[src/rtl/sha256_stream_hasher_assert.svh]
// Assertion macros shared by the hasher modules.
`ifndef SHA256_STREAM_HASHER_ASSERT_SVH
`define SHA256_STREAM_HASHER_ASSERT_SVH
`ifndef NO_ASSERTIONS
`define SHA_ASSERT_IMPL(label, clk, rst_n, ante, cons) \
    label: assert property (@(posedge clk) disable iff (!rst_n) (ante) |-> (cons)) \
        else $error("assertion failed");
`define SHA_ASSERT_NEXT(label, clk, rst_n, ante, cons) \
    label: assert property (@(posedge clk) disable iff (!rst_n) (ante) |=> (cons)) \
        else $error("assertion failed");
`else
`define SHA_ASSERT_IMPL(label, clk, rst_n, ante, cons)
`define SHA_ASSERT_NEXT(label, clk, rst_n, ante, cons)
`endif
`endif

[src/rtl/sha_pkg.sv]
// Shared types, constants and round functions for the SHA-256 hasher.
package sha_pkg;

    localparam int QueueDepth = 4;
    localparam int QueuePtrW  = 2;

    typedef struct packed {
        logic [7:0] data_byte;
        logic       byte_present;
        logic       end_of_message;
    } item_t;

    typedef enum logic [2:0] {
        ST_IDLE,
        ST_PAD,
        ST_ROUND,
        ST_FOLD,
        ST_OUT
    } core_state_t;

    localparam logic [31:0] IV [8] = '{
        32'h6a09e667, 32'hbb67ae85, 32'h3c6ef372, 32'ha54ff53a,
        32'h510e527f, 32'h9b05688c, 32'h1f83d9ab, 32'h5be0cd19
    };

    localparam logic [31:0] RK [64] = '{
        32'h428a2f98, 32'h71374491, 32'hb5c0fbcf, 32'he9b5dba5,
        32'h3956c25b, 32'h59f111f1, 32'h923f82a4, 32'hab1c5ed5,
        32'hd807aa98, 32'h12835b01, 32'h243185be, 32'h550c7dc3,
        32'h72be5d74, 32'h80deb1fe, 32'h9bdc06a7, 32'hc19bf174,
        32'he49b69c1, 32'hefbe4786, 32'h0fc19dc6, 32'h240ca1cc,
        32'h2de92c6f, 32'h4a7484aa, 32'h5cb0a9dc, 32'h76f988da,
        32'h983e5152, 32'ha831c66d, 32'hb00327c8, 32'hbf597fc7,
        32'hc6e00bf3, 32'hd5a79147, 32'h06ca6351, 32'h14292967,
        32'h27b70a85, 32'h2e1b2138, 32'h4d2c6dfc, 32'h53380d13,
        32'h650a7354, 32'h766a0abb, 32'h81c2c92e, 32'h92722c85,
        32'ha2bfe8a1, 32'ha81a664b, 32'hc24b8b70, 32'hc76c51a3,
        32'hd192e819, 32'hd6990624, 32'hf40e3585, 32'h106aa070,
        32'h19a4c116, 32'h1e376c08, 32'h2748774c, 32'h34b0bcb5,
        32'h391c0cb3, 32'h4ed8aa4a, 32'h5b9cca4f, 32'h682e6ff3,
        32'h748f82ee, 32'h78a5636f, 32'h84c87814, 32'h8cc70208,
        32'h90befffa, 32'ha4506ceb, 32'hbef9a3f7, 32'hc67178f2
    };

    localparam logic [7:0] PadByte  = 8'h80;
    localparam logic [5:0] LenStart = 6'd56;

    function automatic logic [31:0] rotr(input logic [31:0] x, input int n);
        rotr = (x >> n) | (x << (32 - n));
    endfunction

    function automatic logic [31:0] sig0(input logic [31:0] x);
        sig0 = rotr(x, 7) ^ rotr(x, 18) ^ (x >> 3);
    endfunction

    function automatic logic [31:0] sig1(input logic [31:0] x);
        sig1 = rotr(x, 17) ^ rotr(x, 19) ^ (x >> 10);
    endfunction

    function automatic logic [31:0] bsig0(input logic [31:0] x);
        bsig0 = rotr(x, 2) ^ rotr(x, 13) ^ rotr(x, 22);
    endfunction

    function automatic logic [31:0] bsig1(input logic [31:0] x);
        bsig1 = rotr(x, 6) ^ rotr(x, 11) ^ rotr(x, 25);
    endfunction

endpackage

[src/rtl/sha256_stream_hasher.sv]
// Top level of the streaming SHA-256 hasher.
// Bytes arrive one per transfer into a four-entry queue; the item that carries
// end_of_message closes the message and may hold a byte or none. The core takes
// one queued item per cycle while idle into a 64-byte block buffer. A full block
// holds the core for 64 rounds (one round a cycle on one shared round unit) and
// a fold into the chaining words, and no byte is taken meanwhile. The end of a
// message adds padding written one byte a cycle (one or two pad blocks, each
// followed by a compression), then the eight digest words leave one a cycle
// while the output is not stalled, the last one marked. Input stalls once the
// queue fills while the core compresses, pads or emits.
module sha256_stream_hasher
(
    input  logic        clk,
    input  logic        rst_n,
    input  logic        in_valid,
    output logic        in_stall,
    input  logic [7:0]  data_byte,
    input  logic        byte_present,
    input  logic        end_of_message,
    output logic        out_valid,
    input  logic        out_stall,
    output logic [31:0] digest_word,
    output logic        last_word
);

    sha_pkg::item_t in_item;
    sha_pkg::item_t q_item;
    logic           q_valid;
    logic           q_stall;

    assign in_item.data_byte      = data_byte;
    assign in_item.byte_present   = byte_present;
    assign in_item.end_of_message = end_of_message;

    sha_queue u_queue
    (
        .clk       (clk),
        .rst_n     (rst_n),
        .in_valid  (in_valid),
        .in_stall  (in_stall),
        .in_item   (in_item),
        .out_valid (q_valid),
        .out_stall (q_stall),
        .out_item  (q_item)
    );

    sha_core u_core
    (
        .clk         (clk),
        .rst_n       (rst_n),
        .item_valid  (q_valid),
        .item_stall  (q_stall),
        .item        (q_item),
        .valid       (out_valid),
        .stall       (out_stall),
        .digest_word (digest_word),
        .last_word   (last_word)
    );

endmodule

[src/rtl/sha_queue.sv]
// Short item queue between the input front and the hashing core.
module sha_queue
(
    input  logic            clk,
    input  logic            rst_n,
    input  logic            in_valid,
    output logic            in_stall,
    input  sha_pkg::item_t  in_item,
    output logic            out_valid,
    input  logic            out_stall,
    output sha_pkg::item_t  out_item
);

    `include "sha256_stream_hasher_assert.svh"

    sha_pkg::item_t                   mem_reg [sha_pkg::QueueDepth];
    logic [sha_pkg::QueuePtrW-1:0]    wr_ptr_reg;
    logic [sha_pkg::QueuePtrW-1:0]    rd_ptr_reg;
    logic [sha_pkg::QueuePtrW:0]      count_reg;
    logic [sha_pkg::QueuePtrW:0]      count_next;
    logic                             push;
    logic                             pop;

    assign in_stall  = (count_reg == sha_pkg::QueuePtrW'(0) + (sha_pkg::QueuePtrW+1)'(sha_pkg::QueueDepth));
    assign out_valid = (count_reg != '0);
    assign out_item  = mem_reg[rd_ptr_reg];
    assign push      = in_valid && !in_stall;
    assign pop       = out_valid && !out_stall;

    // Track fill level
    always_comb
    begin
        count_next = count_reg;
        if (push && !pop)
        begin
            count_next = count_reg + 1'b1;
        end
        else if (pop && !push)
        begin
            count_next = count_reg - 1'b1;
        end
    end

    // Advance pointers
    always_ff @(posedge clk or negedge rst_n)
    begin
        if (!rst_n)
        begin
            wr_ptr_reg <= '0;
            rd_ptr_reg <= '0;
            count_reg  <= '0;
        end
        else
        begin
            count_reg <= count_next;
            if (push)
            begin
                wr_ptr_reg <= wr_ptr_reg + 1'b1;
            end
            if (pop)
            begin
                rd_ptr_reg <= rd_ptr_reg + 1'b1;
            end
        end
    end

    // Store transfers
    always_ff @(posedge clk)
    begin
        if (push)
        begin
            mem_reg[wr_ptr_reg] <= in_item;
        end
    end

    `SHA_ASSERT_IMPL(a_no_overflow, clk, rst_n, 1'b1, count_reg <= (sha_pkg::QueuePtrW+1)'(sha_pkg::QueueDepth))
    `SHA_ASSERT_NEXT(a_push_counts, clk, rst_n, push && !pop, count_reg == $past(count_reg) + 1'b1)
    `SHA_ASSERT_NEXT(a_pop_counts, clk, rst_n, pop && !push, count_reg == $past(count_reg) - 1'b1)

endmodule

[src/rtl/sha_core.sv]
// SHA-256 compression core: block buffer, padding, 64 rounds, digest output.
module sha_core
(
    input  logic            clk,
    input  logic            rst_n,
    input  logic            item_valid,
    output logic            item_stall,
    input  sha_pkg::item_t  item,
    output logic            valid,
    input  logic            stall,
    output logic [31:0]     digest_word,
    output logic            last_word
);

    `include "sha256_stream_hasher_assert.svh"

    sha_pkg::core_state_t state_reg;
    sha_pkg::core_state_t state_next;

    logic [31:0] blk_reg   [16];
    logic [31:0] sched_reg [16];
    logic [31:0] chain_reg [8];
    logic [31:0] work_reg  [8];
    logic [63:0] bit_count_reg;
    logic [5:0]  round_reg;
    logic [5:0]  pad_pos_reg;
    logic        final_reg;
    logic        two_blocks_reg;
    logic        mark_reg;
    logic [2:0]  out_idx_reg;

    logic        take;
    logic        block_full;
    logic [5:0]  fill_pos;
    logic [5:0]  pad_start;
    logic [31:0] w_cur;
    logic [31:0] t1;
    logic [31:0] t2;
    logic [7:0]  pad_byte;
    logic        pad_done;

    assign fill_pos   = bit_count_reg[8:3];
    assign take       = item_valid && !item_stall;
    assign block_full = item.byte_present && (fill_pos == 6'd63);
    assign pad_start  = item.byte_present ? fill_pos + 6'd1 : fill_pos;

    // Round datapath
    always_comb
    begin
        if (round_reg < 6'd16)
        begin
            w_cur = blk_reg[round_reg[3:0]];
        end
        else
        begin
            w_cur = sched_reg[round_reg[3:0]]
                  + sha_pkg::sig0(sched_reg[4'(round_reg[3:0] + 4'd1)])
                  + sched_reg[4'(round_reg[3:0] + 4'd9)]
                  + sha_pkg::sig1(sched_reg[4'(round_reg[3:0] + 4'd14)]);
        end
        t1 = work_reg[7] + sha_pkg::bsig1(work_reg[4])
           + ((work_reg[4] & work_reg[5]) ^ (~work_reg[4] & work_reg[6]))
           + sha_pkg::RK[round_reg] + w_cur;
        t2 = sha_pkg::bsig0(work_reg[0])
           + ((work_reg[0] & work_reg[1]) ^ (work_reg[0] & work_reg[2])
              ^ (work_reg[1] & work_reg[2]));
    end

    // Padding byte: the end marker first, then zeros, then the length in the
    // last eight slots of the final block
    always_comb
    begin
        pad_byte = 8'h00;
        if (mark_reg)
        begin
            pad_byte = sha_pkg::PadByte;
        end
        else if (!two_blocks_reg && pad_pos_reg >= sha_pkg::LenStart)
        begin
            pad_byte = bit_count_reg[{~pad_pos_reg[2:0], 3'b000} +: 8];
        end
        pad_done = (pad_pos_reg == 6'd63);
    end

    // Next state
    always_comb
    begin
        state_next = state_reg;
        case (state_reg)
            sha_pkg::ST_IDLE:
            begin
                if (take && block_full)
                begin
                    state_next = sha_pkg::ST_ROUND;
                end
                else if (take && item.end_of_message)
                begin
                    state_next = sha_pkg::ST_PAD;
                end
            end
            sha_pkg::ST_PAD:
            begin
                if (pad_done)
                begin
                    state_next = sha_pkg::ST_ROUND;
                end
            end
            sha_pkg::ST_ROUND:
            begin
                if (round_reg == 6'd63)
                begin
                    state_next = sha_pkg::ST_FOLD;
                end
            end
            sha_pkg::ST_FOLD:
            begin
                if (!final_reg)
                begin
                    state_next = sha_pkg::ST_IDLE;
                end
                else if (two_blocks_reg)
                begin
                    state_next = sha_pkg::ST_PAD;
                end
                else
                begin
                    state_next = sha_pkg::ST_OUT;
                end
            end
            sha_pkg::ST_OUT:
            begin
                if (!stall && out_idx_reg == 3'd7)
                begin
                    state_next = sha_pkg::ST_IDLE;
                end
            end
            default:
            begin
                state_next = sha_pkg::ST_IDLE;
            end
        endcase
    end

    // Outputs
    always_comb
    begin
        item_stall  = (state_reg != sha_pkg::ST_IDLE);
        valid       = (state_reg == sha_pkg::ST_OUT);
        digest_word = chain_reg[out_idx_reg];
        last_word   = (out_idx_reg == 3'd7);
    end

    // Control registers
    always_ff @(posedge clk or negedge rst_n)
    begin
        if (!rst_n)
        begin
            state_reg      <= sha_pkg::ST_IDLE;
            bit_count_reg  <= '0;
            round_reg      <= '0;
            pad_pos_reg    <= '0;
            final_reg      <= 1'b0;
            two_blocks_reg <= 1'b0;
            mark_reg       <= 1'b0;
            out_idx_reg    <= '0;
            for (int i = 0; i < 8; i++)
            begin
                chain_reg[i] <= sha_pkg::IV[i];
                work_reg[i]  <= '0;
            end
        end
        else
        begin
            state_reg <= state_next;
            case (state_reg)
                sha_pkg::ST_IDLE:
                begin
                    round_reg <= '0;
                    if (take)
                    begin
                        if (item.byte_present)
                        begin
                            bit_count_reg <= bit_count_reg + 64'd8;
                        end
                        // a full block is hashed first and the marker opens a fresh pad block
                        if (item.end_of_message)
                        begin
                            final_reg <= 1'b1;
                            mark_reg  <= 1'b1;
                            if (block_full)
                            begin
                                two_blocks_reg <= 1'b1;
                                pad_pos_reg    <= '0;
                            end
                            else
                            begin
                                two_blocks_reg <= (pad_start >= sha_pkg::LenStart);
                                pad_pos_reg    <= pad_start;
                            end
                        end
                        if (block_full)
                        begin
                            for (int i = 0; i < 8; i++)
                            begin
                                work_reg[i] <= chain_reg[i];
                            end
                        end
                    end
                end
                sha_pkg::ST_PAD:
                begin
                    pad_pos_reg <= pad_pos_reg + 6'd1;
                    mark_reg    <= 1'b0;
                    round_reg   <= '0;
                    if (pad_done)
                    begin
                        for (int i = 0; i < 8; i++)
                        begin
                            work_reg[i] <= chain_reg[i];
                        end
                    end
                end
                sha_pkg::ST_ROUND:
                begin
                    round_reg   <= round_reg + 6'd1;
                    work_reg[7] <= work_reg[6];
                    work_reg[6] <= work_reg[5];
                    work_reg[5] <= work_reg[4];
                    work_reg[4] <= work_reg[3] + t1;
                    work_reg[3] <= work_reg[2];
                    work_reg[2] <= work_reg[1];
                    work_reg[1] <= work_reg[0];
                    work_reg[0] <= t1 + t2;
                end
                sha_pkg::ST_FOLD:
                begin
                    for (int i = 0; i < 8; i++)
                    begin
                        chain_reg[i] <= chain_reg[i] + work_reg[i];
                    end
                    if (two_blocks_reg)
                    begin
                        two_blocks_reg <= 1'b0;
                        pad_pos_reg    <= '0;
                    end
                    out_idx_reg <= '0;
                end
                sha_pkg::ST_OUT:
                begin
                    if (!stall)
                    begin
                        out_idx_reg <= out_idx_reg + 3'd1;
                        if (out_idx_reg == 3'd7)
                        begin
                            bit_count_reg <= '0;
                            final_reg     <= 1'b0;
                            for (int i = 0; i < 8; i++)
                            begin
                                chain_reg[i] <= sha_pkg::IV[i];
                                work_reg[i]  <= '0;
                            end
                        end
                    end
                end
                default:
                begin
                    round_reg <= '0;
                end
            endcase
        end
    end

    // Block buffer and schedule ring writes, big-endian byte lanes
    always_ff @(posedge clk)
    begin
        if (take && item.byte_present)
        begin
            blk_reg[fill_pos[5:2]][{~fill_pos[1:0], 3'b000} +: 8] <= item.data_byte;
        end
        else if (state_reg == sha_pkg::ST_PAD)
        begin
            blk_reg[pad_pos_reg[5:2]][{~pad_pos_reg[1:0], 3'b000} +: 8] <= pad_byte;
        end
        if (state_reg == sha_pkg::ST_ROUND)
        begin
            sched_reg[round_reg[3:0]] <= w_cur;
        end
    end

    `SHA_ASSERT_IMPL(a_out_only_final, clk, rst_n, valid, final_reg)
    `SHA_ASSERT_IMPL(a_stall_busy, clk, rst_n, state_reg == sha_pkg::ST_ROUND, item_stall)
    `SHA_ASSERT_NEXT(a_round_to_fold, clk, rst_n,
        state_reg == sha_pkg::ST_ROUND && round_reg == 6'd63, state_reg == sha_pkg::ST_FOLD)

endmodule

[config.mk]
export PLATFORM = sky130hd
export DESIGN_NAME = sha256_stream_hasher
export DESIGN_NICKNAME = d
export VERILOG_FILES = /design/src/rtl/sha_pkg.sv /design/src/rtl/sha256_stream_hasher.sv /design/src/rtl/sha_queue.sv /design/src/rtl/sha_core.sv
export VERILOG_INCLUDE_DIRS = /design/src /design/src/rtl
export SDC_FILE = /design/constraint.sdc
export NUM_CORES = 2
export LEC_CHECK = 0
export ABC_AREA = 1
export BUFFER_PORTS_ARGS = -buffer_cell sky130_fd_sc_hd__buf_2
export CAP_MARGIN = 20
export CORE_ASPECT_RATIO = 1.75
export CORE_MARGIN = 10
export CORE_UTILIZATION = 60
export DETAILED_ROUTE_END_ITERATION = 10
export PLACE_DENSITY = 0.78
export SKIP_CTS_REPAIR_TIMING = 1
export SLEW_MARGIN = 20
export SYNTH_ARGS = -nofsm -noshare
export SYNTH_HDL_FRONTEND = slang
export SYNTH_SLANG_ARGS = --single-unit
[constraint.sdc]
create_clock -name clk -period 36.4 [get_ports clk]
set_input_delay 1.82 -clock clk [delete_from_list [all_inputs] [get_ports clk]]
set_output_delay 1.82 -clock clk [all_outputs]
set_load 0.05 [all_outputs]
**Word level (Yosys, flattened, before mapping)**

Memory sizes are Yosys's and may differ from the RTL's.
Cells that the tools add are included.

- RAM bits: 1,064
- Flip-flop bits (word level): 604
- Bits in read-only memories: 2,048
- Output and inout port bits: 35
- Memories: 4
- Latch bits: 0

- $mul: 0
- Equal/unequal tests: 20
- Bitwise gates (word level): 32
- Add/sub/neg operators: 32
- Shift operators: 5
- Div/mod/pow operators: 0
- Reductions and logical operators: 37
- Order comparisons: 5
- Mux-type cells: 63

Memories:

| memory | words | width | read ports | clocked after Yosys merged registers in | wr ports | line | RTL |
|---|---|---|---|---|---|---|---|
| (name not given) | 64 | 32 | 1 | 0 | 0 | sha_core.sv:63 | `+ sha_pkg::RK[round_reg] + w_cur;` |
| u_core.blk_reg | 16 | 32 | 1 | 0 | 1 | sha_core.sv:20 | `logic [31:0] blk_reg [16];` |
| u_core.sched_reg | 16 | 32 | 4 | 0 | 1 | sha_core.sv:21 | `logic [31:0] sched_reg [16];` |
| u_queue.mem_reg | 4 | 10 | 1 | 0 | 1 | sha_queue.sv:16 | `sha_pkg::item_t mem_reg [sha_pkg::QueueDepth];` |

Operators by type and width:

| operator | count |
|---|---|
| $mux W256 | 7 |
| $pmux W256 S4 | 1 |
| $add A32 B32 Y32 | 18 |
| $pmux W256 S2 | 1 |
| $mux W32 | 9 |
| $xor A32 B32 Y32 | 9 |
| $mux W64 | 4 |
| $and A32 B32 Y32 | 5 |
| $pmux W64 S2 | 1 |
| $bmux W32 S3 | 1 |
| $add A64 B4 Y64 const B | 1 |
| $shift A8 B7 Y32 const A | 2 |
| $shiftx A64 B7 Y8 | 1 |
| $shiftx A8 B7 Y32 | 2 |
| $not A32 Y32 | 1 |
| $or A10 B32 Y32 | 1 |
| $or A13 B32 Y32 | 1 |
| $or A14 B32 Y32 | 1 |
| $or A15 B32 Y32 | 1 |
| $or A19 B32 Y32 | 1 |
| $or A21 B32 Y32 | 1 |
| $or A25 B32 Y32 | 1 |
| $or A26 B32 Y32 | 1 |
| $or A30 B32 Y32 | 1 |
| other kinds (48) | 122 |

**Longest topological paths before layout**

An unclocked memory read counts as a cell.

- Word-level depth: 12
- Depth in mapped cells: 70
- Depth with buffers taken out: 61

**Cells and area by module**

From an unflattened synthesis, not the netlist that was laid out.

- Cell total of the unflattened synthesis: 12,507
- Area, all modules: 106,362.0 µm²

Modules (own cells, without submodules):

| module | area each (µm²) | sequential area each (µm²) | cells an instance | instances |
|---|---|---|---|---|
| sha_core | 104,290.0 | 45,783.9 | 12,330 | 1 |
| sha_queue | 2,072.0 | 1,376.3 | 177 | 1 |

**Worst setup path after synthesis**

Ideal clock, no wire load.

- Path type: register to register
- Start point: reg u_core.round_reg[1]
- End point: reg u_core.work_reg[255] in the netlist's numbering
- Slack: 24,715 ps
- Required time: 36,261 ps
- Arrival: 11,546 ps
- Buffers on the path: 7
- Stages on the path, launching flop included: 62
- Cells stage by stage: dfrtp_1 buf_2 inv_2 buf_2 buf_1 buf_1 ha_1 inv_1 ha_1 clkbuf_1 inv_1 clkbuf_1 clkbuf_1 nor2_1 a31oi_1 xor2_1 xor2_1 fa_1 (+26 left out) xor2_1 fa_1 ha_1 a21oi_1 o21ai_0 a31oi_1 nand3_1 nand2_1 nand3_1 nand2_1 nand2_1 nand2_1 nand2_1 or2_2 nand2_1 nand3_1 nand3_1 a22oi_1

- Cells in the longest elaborated chain, start to end: 12
- Elaborated cells on any way between the ends: 26
- Those cells by class: add/sub: 9; order compare: 1; mux: 4; bitwise: 9; memory: 3

Ends and longest elaborated chain:

| what | line | RTL |
|---|---|---|
| start, declared | sha_core.sv:25 | `logic [5:0] round_reg;` |
| start signal, assigned | sha_core.sv:225 | `round_reg <= round_reg + 6'd1;` |
| $add A4 B1 Y4 | sha_core.sv:57 | `+ sha_pkg::sig0(sched_reg[4'(round_reg[3:0] + 4'd1)])` |
| $mem_v2 Z16 W32 | n/a |  |
| $or A25 B32 Y32 or $or A14 B32 Y32 (tied branches) | sha_pkg.sv:49 | `rotr = (x >> n) \| (x << (32 - n));` |
| $xor A32 B32 Y32 | sha_pkg.sv:53 | `sig0 = rotr(x, 7) ^ rotr(x, 18) ^ (x >> 3);` |
| $xor A32 B29 Y32 | sha_pkg.sv:53 |  |
| $add A32 B32 Y32 | sha_core.sv:57 |  |
| $add A32 B32 Y32 | sha_core.sv:58 | `+ sched_reg[4'(round_reg[3:0] + 4'd9)]` |
| $add A32 B32 Y32 | sha_core.sv:59 | `+ sha_pkg::sig1(sched_reg[4'(round_reg[3:0] + 4'd14)]);` |
| $mux W32 (*) | sha_core.sv:50 | `if (round_reg < 6'd16)` |
| via u_core.w_cur[13] | sha_core.sv:36 | `logic [31:0] w_cur;` |
| $add A32 B32 Y32 (*) | sha_core.sv:63 |  |
| $add A32 B32 Y32 (*) | sha_core.sv:233 | `work_reg[0] <= t1 + t2;` |
| $pmux W256 S4 (*) | sha_core.sv:175 | `case (state_reg)` |
| end signal, assigned by index | sha_core.sv:205 | `work_reg[i] <= chain_reg[i];` |
| end signal, assigned by index | sha_core.sv:219 | `work_reg[i] <= chain_reg[i];` |
| end, declared | sha_core.sv:23 | `logic [31:0] work_reg [8];` |

The timed path passes the listed nets; every way through them passes the cells marked *. The select of a mux whose other input is x is not followed.
A chain may end at the register's enable or synchronous reset.

**Worst setup path in the final report**

- Start point: reg u_core.round_reg[0]
- End point: reg u_core.work_reg[255] in the netlist's numbering

Same word-level chain as after synthesis.

==> out/metrics.cfg <==
[worst_setup_path]
r2r_end = u_core.work_reg[255]
startpoint_type = flip-flop
r2r-start = u_core.round_reg[0]
r2r_setup_slack_ns = 21.25
cp_slowest_cell = dfrtp_4
max_stage_delay_ns = 0.98
worstPathArrival_ns = 15.81
end_kind = flip-flop
crit_top_cell = nand2_1
r2r_cells = 56
cp.required_ns = 37.06
critPathKind = flip-flop to flip-flop
cp_max_fo = 124

[global_route]
grt_pass1_vias = 95500
grt_pass1_wl_um = 620000
overflow = 0
met1_usage = 0.441
use_met3 = 0.0897
grt_use_met2 = 0.721
grt_max_degree = 211
grt_usage = 0.435
antenna_found_initial = 6
grt_most_used_layer = met2

[route]
routed_wl_um = 429000
drtAntennaViolNets = 0
drt_iter0_markers = 11500
wire_per_inst_um = 29.9
dr.pass1.iters = 9
avgViaCountPerCell = 6.73
num_vias = 96400
drc_errors = 0

[synth]
ys.flop_type = edfxtp_1
synth_nets = 12800
synth_top_area_share = 0.303
synth_area_leaders = edfxtp_1 30%, dfrtp_1 11%, nand2_1 7.6%
yosys.area_share.simple = 0.144
synthCells = 12200
yosysWarnings = 0
avgSynthCellArea_sq_um = 8.66
synth-edff-count = 1064
synth_top_family_by_area = compound AO/OA/AOI/OAI gates
syn_area_sq_um = 105000
synth-seq-cells = 1665
ys_seq_area_frac = 0.447
synth_compound_area_frac = 0.200
yosys.area_share.adder = 0.0867
synth.mux.area_fraction = 0.0127
yosys.cell_types.count = 75
yosys.area.top_type = edfxtp_1
synthXorXnorAreaFrac = 0.0345
synthArstFlopShare = 0.361

[timing]
max-slew-margin-rel = 0.135
maxSlewViolCount = 0
tightestPinTransition_ns = 1.29
setup_viol = 0
min_period_ns = 15.15
tns_ns = 0
final-hold-violation-count = 0
max_clock_freq_mhz = 66.0
post-route-period-util = 0.416
skew_ns = 0.0811
rsz0062_at_grt = false

[cells_and_area]
drive_above_1_share = 0.0690
nNetsFinal = 12600
area_delta_synth_final_pct = 7.62
final_common_cell = nand2_1
final_cell_mix = 2124 x nand2_1, 1343 x inv_1, 1290 x o21ai_0, 1064 x edfxtp_1, 1027 x a21oi_1

[clock_tree]
cts-buffers-inserted = 164
cts.sinks = 1665
htreeDepth = 4
worstSkewPairLatency_ns = 0.88
cts.clk_slew.worst_paths_ns = 0.06
clock_path_buffers = 4
cts_tree = built
cts_root_buf = clkbuf_16

[min_path]
min-delay-path-class = flip-flop to flip-flop
hp-start = u_core.bit_count_reg[60]
whs_path_depth = 1
hold_end = u_core.bit_count_reg[60]

[outcome]
status = finished clean

[place]
place_congestion = 1.08
hpwlAfterDp_um = 303000
portBuffers = 48

[die]
coreArea_sq_um = 175000
die_width_um = 337
io_pins = 49
num_rows = 203
start_util = 0.603
die_area_sq_um = 193000
die-height_um = 574

[run]
maxCapViolCount = 0

[critical path: cells and delay by family, from the launching register on]
| family | cells | cell delay [ns] |
|---|---|---|
| buffers and inverters | 8 | 1.82 |
| AO/OA/AOI/OAI | 13 | 2.89 |
| XOR/XNOR | 3 | 0.93 |
| flip-flops | 1 | 0.98 |
| adder cells (fa/ha/maj) | 9 | 4.11 |
| AND/OR/NAND/NOR | 22 | 3.35 |
| multiplexers | 1 | 0.72 |
[synth_stat cells (51+ instances only)]
| master | instances |
|---|---|
| buf_1 | 63 |
| o211ai_1 | 97 |
| clkbuf_1 | 415 |
| or2_2 | 52 |
| mux2i_1 | 134 |
| a21oi_1 | 1028 |
| inv_1 | 1351 |
| a31oi_1 | 154 |
| nor2_1 | 829 |
| a22oi_1 | 303 |
| a221oi_1 | 51 |
| o22ai_1 | 323 |
| xnor2_1 | 149 |
| nand3_1 | 439 |
| nor3_1 | 92 |
| fa_1 | 196 |
| dfstp_2 | 136 |
| edfxtp_1 | 1064 |
| ha_1 | 417 |
| o221ai_1 | 53 |
| o21ai_0 | 1306 |
| dfrtp_1 | 465 |
| buf_2 | 148 |
| xor2_1 | 264 |
| nand2_1 | 2128 |
[stage by stage]
stage / instance area (sq um) / utilization / std cells / worst slack, ns / hold WS, ns
after floorplan: 105000 / - / 12200 / 24.71 / 0.442
after global routing: 113000 / 0.649 / 14300 / 20.46 / 0.527
after global placement: 108000 / 0.617 / 14000 / 21.96 / 0.465
after detailed placement: 108000 / 0.617 / 14000 / 21.83 / 0.486
final: 113000 / 0.649 / 14300 / 21.25 / 0.496
after CTS: 113000 / 0.648 / 14300 / 21.70 / 0.498
[routing by layer]
layer / up-vias / share of wire
met2: 6557 / 0.47
met4: 2 / 0.13
met5: - / 0.000035
met1: 45600 / 0.30
li1: 41900 / -
met3: 2296 / 0.091
[cells by family after synthesis]
kind of cell               Yosys count
buffers and inverters             2017
muxes                              134
xor gates and xnor gates           414
adders and majority gates          613
AOI/OAI and AO/OA                 3631
and+or+nand+nor                   3690
DFF                               1665
[how the worst max path moves through the flow]
stage	from	to	slack (ns)	cells after the start
floorplan	u_core.round_reg[1]	u_core.work_reg[255]	24.71	61
global placement	u_core.round_reg[0]	u_core.work_reg[255]	21.96	56
detailed placement	u_core.round_reg[0]	u_core.work_reg[255]	21.83	56
CTS	u_core.round_reg[0]	u_core.work_reg[255]	21.70	56
global route	u_core.round_reg[0]	u_core.work_reg[255]	20.46	56
finish	u_core.round_reg[0]	u_core.work_reg[255]	21.25	56
[layout make-up]
class / count / area, sq um
fillers: 14400 / 61300
multi-input cells: 8482 / 50900
flip-flops and latches: 1665 / 47200
inverters: 1374 / 5200
clock buffers: 207 / 4420
well taps: 2255 / 2820
repair buffers: 256 / 1900
clock inverters: 84 / 1020
diodes: 9 / 22.5
Power is not shown: default switching activity piles up to over one toggle a cycle in this logic, so the estimate is an artifact.
